File: src/hdl/rnt_pkg.sv
// ----------------------------------------------------------------------------
// rnt_pkg
// shared types, constants and the digit glyph function of the number printer
// ----------------------------------------------------------------------------
`default_nettype none

package rnt_pkg;

  localparam int unsigned ValueW     = 64;
  localparam int unsigned RadixW     = 6;
  localparam int unsigned WidthW     = 7;
  localparam int unsigned CharW      = 8;
  localparam int unsigned DigitW     = 6;
  localparam int unsigned RemW       = 7;   // one bit above the radix for the trial subtract
  localparam int unsigned BitsPerCyc = 4;   // quotient bits retired per divider cycle
  localparam int unsigned DivCycles  = ValueW / BitsPerCyc;
  localparam int unsigned DivCntW    = $clog2(DivCycles);

  localparam logic [RadixW-1:0] RadixMin = 6'd2;
  localparam logic [RadixW-1:0] RadixMax = 6'd36;
  localparam logic [WidthW-1:0] WidthCap = 7'd64;
  localparam logic [DigitW-1:0] DigitTop = 6'd35;

  // divider control from the sequencer
  typedef struct packed {
    logic load;   // take a new dividend and radix, then divide
    logic go;     // divide the held quotient again
  } div_req_t;

  // divider result back to the sequencer
  typedef struct packed {
    logic              done;
    logic              zero;   // quotient is zero
    logic [DigitW-1:0] rem;
  } div_rsp_t;

  // digit to lowercase ascii, out-of-range digits clamp to 'z'
  function automatic logic [CharW-1:0] glyph(input logic [DigitW-1:0] d);
    logic [DigitW-1:0] dc;
    dc = (d > DigitTop) ? DigitTop : d;
    if (dc < 6'd10) begin
      return 8'h30 + {2'b00, dc};
    end
    return 8'h61 + {2'b00, dc} - 8'd10;
  endfunction

endpackage

`default_nettype wire

File: src/hdl/radix_number_to_text.sv
// ----------------------------------------------------------------------------
// radix_number_to_text
// prints an unsigned 64-bit number as padded ascii text in radix 2 to 36
// ----------------------------------------------------------------------------
//
//  channel   dir  payload                                      transfer
//  s_axis    in   value, radix, min_width, pad_char            one number
//  m_axis    out  char_out, tlast = last character             one character
//
//  the divider finds each digit at 4 quotient bits per cycle; pad characters go
//  out one per cycle while m_axis does not stall, and each digit then passes
//  through the digit memory read port in the read state and the load state
//  a new number is taken once the last character sits in the output register
//  reset clears the sequencer and output valid; the digit memory needs none
//  a stalled m_axis holds the sequencer in its pad and load states, never the taken character
//
`default_nettype none

module radix_number_to_text #(
  parameter int unsigned MAX_DIGITS = 64
) (
  input  wire                                clk_i,
  input  wire                                rst_ni,
  input  wire                                s_axis_tvalid,
  output logic                               s_axis_tready,
  // [63:0] value, [69:64] radix, [76:70] min_width, [84:77] pad_char, [87:85] zero
  input  wire  [87:0]                        s_axis_tdata,
  output logic                               m_axis_tvalid,
  input  wire                                m_axis_tready,
  // [7:0] char_out
  output logic [7:0]                         m_axis_tdata,
  // last
  output logic                               m_axis_tlast
);

  localparam int unsigned IdxW = $clog2(MAX_DIGITS);
  localparam int unsigned CntW = $clog2(MAX_DIGITS + 1);

  typedef enum logic [2:0] {
    S_IDLE,
    S_DIV,    // waiting for a digit from the divider
    S_PAD,    // emitting pad characters
    S_RD,     // digit memory read issued
    S_LD      // digit read back, loading the output register
  } state_e;

  // input fields
  logic [rnt_pkg::ValueW-1:0] in_value;
  logic [rnt_pkg::RadixW-1:0] in_radix;
  logic [rnt_pkg::WidthW-1:0] in_width;
  logic [rnt_pkg::CharW-1:0]  in_pad;

  assign in_value = s_axis_tdata[63:0];
  assign in_radix = s_axis_tdata[69:64];
  assign in_width = s_axis_tdata[76:70];
  assign in_pad   = s_axis_tdata[84:77];

  state_e                     state_q;
  logic [CntW-1:0]            n_q;       // digit count of the latest number
  logic [IdxW-1:0]            idx_q;     // digit being read out
  logic [rnt_pkg::WidthW-1:0] width_q;
  logic [rnt_pkg::WidthW-1:0] pad_cnt_q;
  logic [rnt_pkg::CharW-1:0]  pad_q;
  logic                       out_valid_q;
  logic [rnt_pkg::CharW-1:0]  out_char_q;
  logic                       out_last_q;

  rnt_pkg::div_req_t          div_req;
  rnt_pkg::div_rsp_t          div_rsp;
  logic                       mem_we, mem_re;
  logic [rnt_pkg::DigitW-1:0] mem_rdata;

  logic                       in_xfer, radix_ok, slot_free, out_load;
  logic [CntW-1:0]            n_next;
  logic                       div_last;
  logic [rnt_pkg::WidthW-1:0] n_next_w, pads;

  assign s_axis_tready = (state_q == S_IDLE);
  assign in_xfer       = s_axis_tvalid && s_axis_tready;
  assign radix_ok      = (in_radix inside {[rnt_pkg::RadixMin:rnt_pkg::RadixMax]});
  // the output register can take a character this cycle
  assign slot_free     = !out_valid_q || m_axis_tready;
  // a pad or a digit goes into the output register this cycle
  assign out_load      = slot_free && ((state_q == S_PAD) || (state_q == S_LD));

  // digit bookkeeping on each divider result; stop at the store depth,
  // keeping only the least significant digits
  assign n_next   = n_q + 1'b1;
  assign div_last = div_rsp.zero || (n_next == CntW'(MAX_DIGITS));
  assign n_next_w = rnt_pkg::WidthW'(n_next);
  assign pads     = (width_q > n_next_w) ? (width_q - n_next_w) : '0;

  always_comb begin
    div_req.load = in_xfer && radix_ok;
    div_req.go   = (state_q == S_DIV) && div_rsp.done && !div_last;
  end

  // writes happen only while dividing, reads only after; no overlap to forward
  assign mem_we = (state_q == S_DIV) && div_rsp.done;
  assign mem_re = (state_q == S_RD);

  rnt_divider u_div (
    .clk_i   (clk_i),
    .rst_ni  (rst_ni),
    .req_i   (div_req),
    .value_i (in_value),
    .radix_i (in_radix),
    .rsp_o   (div_rsp)
  );

  rnt_digit_mem #(
    .Depth (MAX_DIGITS)
  ) u_mem (
    .clk_i   (clk_i),
    .we_i    (mem_we),
    .waddr_i (n_q[IdxW-1:0]),
    .wdata_i (div_rsp.rem),
    .re_i    (mem_re),
    .raddr_i (idx_q),
    .rdata_o (mem_rdata)
  );

  always_ff @(posedge clk_i or negedge rst_ni) begin
    if (!rst_ni) begin
      state_q     <= S_IDLE;
      n_q         <= '0;
      idx_q       <= '0;
      pad_cnt_q   <= '0;
      out_valid_q <= 1'b0;
      out_char_q  <= '0;
      out_last_q  <= 1'b0;
    end else begin
      if (out_load) begin
        out_valid_q <= 1'b1;
      end else if (m_axis_tready) begin
        out_valid_q <= 1'b0;
      end
      case (state_q)
        S_IDLE: begin
          // a radix out of range is dropped with no characters
          if (in_xfer && radix_ok) begin
            n_q     <= '0;
            state_q <= S_DIV;
          end
        end
        S_DIV: begin
          if (div_rsp.done) begin
            n_q <= n_next;
            if (div_last) begin
              idx_q     <= IdxW'(n_q);
              pad_cnt_q <= pads;
              state_q   <= (pads != '0) ? S_PAD : S_RD;
            end
          end
        end
        S_PAD: begin
          if (slot_free) begin
            out_char_q  <= pad_q;
            out_last_q  <= 1'b0;
            pad_cnt_q   <= pad_cnt_q - 1'b1;
            if (pad_cnt_q == rnt_pkg::WidthW'(1)) begin
              state_q <= S_RD;
            end
          end
        end
        S_RD: begin
          state_q <= S_LD;
        end
        S_LD: begin
          if (slot_free) begin
            out_char_q  <= rnt_pkg::glyph(mem_rdata);
            out_last_q  <= (idx_q == '0);
            if (idx_q == '0) begin
              state_q <= S_IDLE;
            end else begin
              idx_q   <= idx_q - 1'b1;
              state_q <= S_RD;
            end
          end
        end
        default: begin
          state_q <= S_IDLE;
        end
      endcase
    end
  end

  // per-number settings, captured with the number
  always_ff @(posedge clk_i) begin
    if (in_xfer && radix_ok) begin
      width_q <= (in_width > rnt_pkg::WidthCap) ? rnt_pkg::WidthCap : in_width;
      pad_q   <= in_pad;
    end
  end

  assign m_axis_tvalid = out_valid_q;
  assign m_axis_tdata  = out_char_q;
  assign m_axis_tlast  = out_last_q;

  // divider results only arrive while the sequencer waits for them
  a_div_done_in_div : assert property (@(posedge clk_i) disable iff (!rst_ni)
    div_rsp.done |-> (state_q == S_DIV))
    else $error("divider result outside the divide phase");

  // a digit write never runs past the store
  a_write_in_range : assert property (@(posedge clk_i) disable iff (!rst_ni)
    mem_we |-> (n_q < CntW'(MAX_DIGITS)))
    else $error("digit write beyond the store depth");

  // the pad phase always has a character left to send
  a_pad_nonzero : assert property (@(posedge clk_i) disable iff (!rst_ni)
    (state_q == S_PAD) |-> (pad_cnt_q != '0))
    else $error("pad phase with no pad left");

  // a read issued is followed by its load phase
  a_read_then_load : assert property (@(posedge clk_i) disable iff (!rst_ni)
    (state_q == S_RD) |=> (state_q == S_LD))
    else $error("digit read not followed by load");

endmodule

`default_nettype wire

File: src/hdl/rnt_divider.sv
// ----------------------------------------------------------------------------
// rnt_divider
// iterative restoring divider, 64-bit dividend by a 6-bit radix
// ----------------------------------------------------------------------------
`default_nettype none

module rnt_divider (
  input  wire                                clk_i,
  input  wire                                rst_ni,
  input  rnt_pkg::div_req_t                  req_i,
  input  wire  [rnt_pkg::ValueW-1:0]         value_i,
  input  wire  [rnt_pkg::RadixW-1:0]         radix_i,
  output rnt_pkg::div_rsp_t                  rsp_o
);

  logic [rnt_pkg::ValueW-1:0]  x_q, x_d;
  logic [rnt_pkg::RemW-1:0]    r_q, r_d;
  logic [rnt_pkg::RadixW-1:0]  radix_q;
  logic [rnt_pkg::DivCntW-1:0] cnt_q;
  logic                        busy_q, done_q;

  // BitsPerCyc quotient bits per cycle, quotient shifts in where the dividend leaves
  always_comb begin
    logic [rnt_pkg::ValueW-1:0] x;
    logic [rnt_pkg::RemW-1:0]   r;
    logic                       qb;
    x = x_q;
    r = r_q;
    for (int s = 0; s < int'(rnt_pkg::BitsPerCyc); s++) begin
      r  = {r[rnt_pkg::RemW-2:0], x[rnt_pkg::ValueW-1]};
      qb = (r >= {1'b0, radix_q});
      if (qb) begin
        r = r - {1'b0, radix_q};
      end
      x = {x[rnt_pkg::ValueW-2:0], qb};
    end
    x_d = x;
    r_d = r;
  end

  always_ff @(posedge clk_i or negedge rst_ni) begin
    if (!rst_ni) begin
      busy_q <= 1'b0;
      done_q <= 1'b0;
      cnt_q  <= '0;
    end else begin
      done_q <= 1'b0;
      if (req_i.load || req_i.go) begin
        busy_q <= 1'b1;
        cnt_q  <= '0;
      end else if (busy_q) begin
        cnt_q <= cnt_q + 1'b1;
        if (cnt_q == rnt_pkg::DivCntW'(rnt_pkg::DivCycles - 1)) begin
          busy_q <= 1'b0;
          done_q <= 1'b1;
        end
      end
    end
  end

  always_ff @(posedge clk_i) begin
    if (req_i.load) begin
      x_q     <= value_i;
      radix_q <= radix_i;
      r_q     <= '0;
    end else if (req_i.go) begin
      r_q <= '0;
    end else if (busy_q) begin
      x_q <= x_d;
      r_q <= r_d;
    end
  end

  assign rsp_o.done = done_q;
  assign rsp_o.zero = (x_q == '0);
  assign rsp_o.rem  = r_q[rnt_pkg::DigitW-1:0];

endmodule

`default_nettype wire

File: src/hdl/rnt_digit_mem.sv
// ----------------------------------------------------------------------------
// rnt_digit_mem
// digit store, one write port and one registered read port
// ----------------------------------------------------------------------------
`default_nettype none

module rnt_digit_mem #(
  parameter int unsigned Depth = 64
) (
  input  wire                              clk_i,
  input  wire                              we_i,
  input  wire  [$clog2(Depth)-1:0]         waddr_i,
  input  wire  [rnt_pkg::DigitW-1:0]       wdata_i,
  input  wire                              re_i,
  input  wire  [$clog2(Depth)-1:0]         raddr_i,
  output logic [rnt_pkg::DigitW-1:0]       rdata_o
);

  logic [rnt_pkg::DigitW-1:0] mem [Depth];

  always_ff @(posedge clk_i) begin
    if (we_i) begin
      mem[waddr_i] <= wdata_i;
    end
    if (re_i) begin
      rdata_o <= mem[raddr_i];
    end
  end

endmodule

`default_nettype wire

File: config.mk
export PLATFORM = sky130hd
export DESIGN_NAME = radix_number_to_text
export DESIGN_NICKNAME = d
export VERILOG_FILES = /design/src/hdl/rnt_pkg.sv /design/src/hdl/radix_number_to_text.sv /design/src/hdl/rnt_divider.sv /design/src/hdl/rnt_digit_mem.sv
export SDC_FILE = /design/constraint.sdc
export NUM_CORES = 1
export LEC_CHECK = 0
export BUFFER_PORTS_ARGS = -buffer_cell sky130_fd_sc_hd__buf_4
export CAP_MARGIN = 20
export CORE_MARGIN = 8
export CORE_UTILIZATION = 37
export CTS_CLUSTER_SIZE = 14
export DETAILED_ROUTE_END_ITERATION = 12
export SYNTH_ARGS = -nofsm -noshare
export SYNTH_HDL_FRONTEND = slang
export SYNTH_SLANG_ARGS = --single-unit
File: constraint.sdc
create_clock -name clk_i -period 18.1 [get_ports clk_i]
set_clock_uncertainty 0.2 [all_clocks]
set_input_delay 0.905 -clock clk_i [delete_from_list [all_inputs] [get_ports clk_i]]
set_output_delay 0.905 -clock clk_i [all_outputs]
set_load 0.1 [all_outputs]
==> flow_summary.yaml <==
setup_path:
  crit_path_top_delay_cell: "buf_4"
  endpoint_kind: "flop"
  critical_path_class: "reg2reg"
  cp_num_buf_inv: 3
  crit_cells: 30
  worstPathArrival_ns: 8.95
  cp-start-kind: "flop"
  r2r_cells: 30
  max_stage_delay_ns: 0.60
  worstPathRequired_ns: 18.21
  r2r_start: "u_div.r_q[0]"
  rrSetupSlack_ns: 9.26
  rr_endpoint: "u_div.x_q[0]"
  cp_max_fo: 68
  crit_top_cell: "ha_1"
  critPathTopFamily: "compound AO/OA/AOI/OAI gates"
floorplan:
  ios: 103
  initial_core_util: 0.373
  rows: 91
  dieArea_mm2: 0.0704
  fp.dieW_um: 265
  die_y_um: 265
  coreArea_mm2: 0.0616
power:
  power.leakage_nw: 8.87
  p_per_area_mw_per_mm2: 197
  irDropWorstVdd_v: 0.000206
  p_total_mw: 5.19
sta:
  setup_viol: 0
  clock.fmax_mhz: 113
  final_max_slew_viol_count: 0
  whs_ns: 0.0715
  layout_min_cycle_time_ns: 8.84
  layout_worst_path_cycle_share: 0.489
  tightest_slew_ns: 1.03
  fin_ws_ns: 9.26
  relSlewSlack: 0.316
  tns_ns: 0
  rsz0062_at_grt: "false"
  hold_viol: 0
cts:
  cts_tree: "yes"
  clk_path_buf_depth: 3
  cts-root-buf: "clkbuf_16"
  holdBufCountCts: 0
  clk_latency_ns: 0.59
  path_clk_slew_ns: 0.06
  cts_made_buffers: 52
  ctsResizeCount: 0
  cts_sinks: 520
  cts_max_level: 2
  cts_setup_buffers: 0
layout:
  diodes: 0
  area_growth_pct: 14.4
  utilization: 0.427
  final_nets: 1766
  n_fill_cell: 5581
  stdcell_area_mm2: 0.0263
  instances_no_fill: 2511
  drive_gt1_frac: 0.204
route:
  wire_per_inst_um: 20.4
  num_vias: 13217
  first_pass_iters: 5
  routed_via_density: 5.26
  drt_drc_violations_left: 0
  drtIter0Drc: 971
  ant_nets: 0
  drt-total-wl_um: 51200
global_routing:
  overflow: 0
  grt_util_all_layers: 0.143
  grt_pass1_wl_um: 79800
  grt_pass1_vias: 13571
  antenna_found_initial: 0
  grt_max_degree: 98
logic_synthesis:
  yosysTopAreaCellShare: 0.620
  yosysSeqAreaShare: 0.668
  synthArstFlopShare: 0.0750
  synth_top_flop_cell: "edfxtp_1"
  synth_edf_count: 475
  syn_nets: 1674
  synthCells: 1539
  synthesis.area_mm2: 0.0230
  syn_avg_cell_area_um2: 14.9
  synth_top_area_cell: "edfxtp_1"
  ys_ff_latch: 520
  yosysWarnings: 0
  yosysUniqueCellTypes: 74
  synth_area_leaders: "edfxtp_1 62%, mux4_2 5.4%, mux2i_1 4.3%, dfrtp_1 4.2%, mux2_2 3.1%"
place:
  place_inst: 2414
  dp_slack_ns: 9.26
  io_buffer_count: 99
  gp_routability_congestion: 0.806
  dpl_cell_area_mm2: 0.0246
  dp_hpwl_um: 33100
outcome:
  outcome: "completed"
min_path:
  hp-class: "in2async"
job:
  cap_violations: 0
==> cell type report <==
cell class	count	area, µm²	share of cell area
Clock buffer	67	1410	0.0536
Clock inverter	30	283	0.0107
Inverter	39	146	0.00556
Multi-Input combinational cell	905	7190	0.273
Sequential cell	520	15400	0.584
Tap cell	837	1050	0.0398
Timing Repair Buffer	113	861	0.0327
==> cells by family after synthesis <==
family	synth area share
adders and majority gates	0.0250
muxes	0.129
and+or+nand+nor	0.0718
DFF	0.668
AOI/OAI and AO/OA	0.0767
xor gates and xnor gates	0.00991
buffers and inverters	0.0199
==> flip-flops by register name (all words and copies together), names as in the netlist, 7 cells and up <==
name          cells
u_mem.mem       384
u_div.x_q        64
pad_cnt_q         7
width_q           7
m_axis_tdata      8
n_q               7
pad_q             8
==> cells in the mapped netlist, drive strengths merged (6+ instances only) <==
cell / number
a211oi: 8
a21o: 9
a21oi: 72
and2: 7
buf: 28
clkbuf: 47
dfrtp: 39
dfxtp: 6
edfxtp: 475
ha: 38
inv: 39
mux2: 65
mux2i: 98
mux4: 55
nand2: 51
nand2b: 8
nand3: 19
nand3b: 6
nand4: 6
nor2: 169
nor2b: 19
nor3: 19
nor3b: 6
nor4: 19
o211ai: 15
o21ai: 67
o221ai: 23
o22ai: 24
o31ai: 9
xnor2: 20
xor2: 6
==> per-layer routing <==
layer,GRT usage,share of wire,up-vias
met5,0,0,-
met4,0.0339,0.019,0
met3,0.0371,0.064,67
met2,0.232,0.48,368
met1,0.193,0.44,6619
li1,-,-,6163
==> worst register-to-register path: cells and delay by family, from the launching register on <==
kind / cells / cell delay [ns]
AND/OR/NAND/NOR: 7 / 1.68
multiplexers: 3 / 1.30
buffers and inverters: 3 / 0.80
adder cells (fa/ha/maj): 4 / 1.44
AO/OA/AOI/OAI: 13 / 2.84
flip-flops: 1 / 0.31
==> worst max path at each step <==
| stage | slack (ns) | endpoint | from |
|---|---|---|---|
| 4_1_cts | 9.22 | u_div.x_q[0] | u_div.r_q[0] |
| 3_3_place_gp | 9.42 | u_div.x_q[0] | u_div.r_q[0] |
| 6_report | 9.26 | u_div.x_q[0] | u_div.r_q[0] |
| 3_5_place_dp | 9.26 | u_div.x_q[0] | u_div.r_q[0] |
| 5_1_grt | 8.63 | u_div.x_q[0] | u_div.r_q[0] |
| 2_1_floorplan | 9.90 | u_div.x_q[0] | u_div.r_q[4] |
==> power by group <==
group / switching (mW) / internal (mW) / leakage [nW] / total [mW]
logic: 1.41 / 0.930 / 3.14 / 2.34
registers: 0.139 / 1.64 / 4.89 / 1.77
clock network: 0.447 / 0.621 / 0.829 / 1.07
==> cells in the final DEF, fill, tap and decap left out, types with 19 or more instances in the layout <==
cell type	instances
a21oi_1	71
buf_4	112
clkbuf_16	54
dfrtp_1	37
edfxtp_1	475
ha_1	38
inv_1	39
mux2_2	64
mux2i_1	98
mux4_2	55
nand2_1	51
nor2_1	168
nor2b_1	19
nor3_1	19
nor4_1	19
o21ai_0	64
o221ai_1	23
o22ai_1	24
xnor2_1	20
No activity file was read; power rests on OpenSTA's default activity.
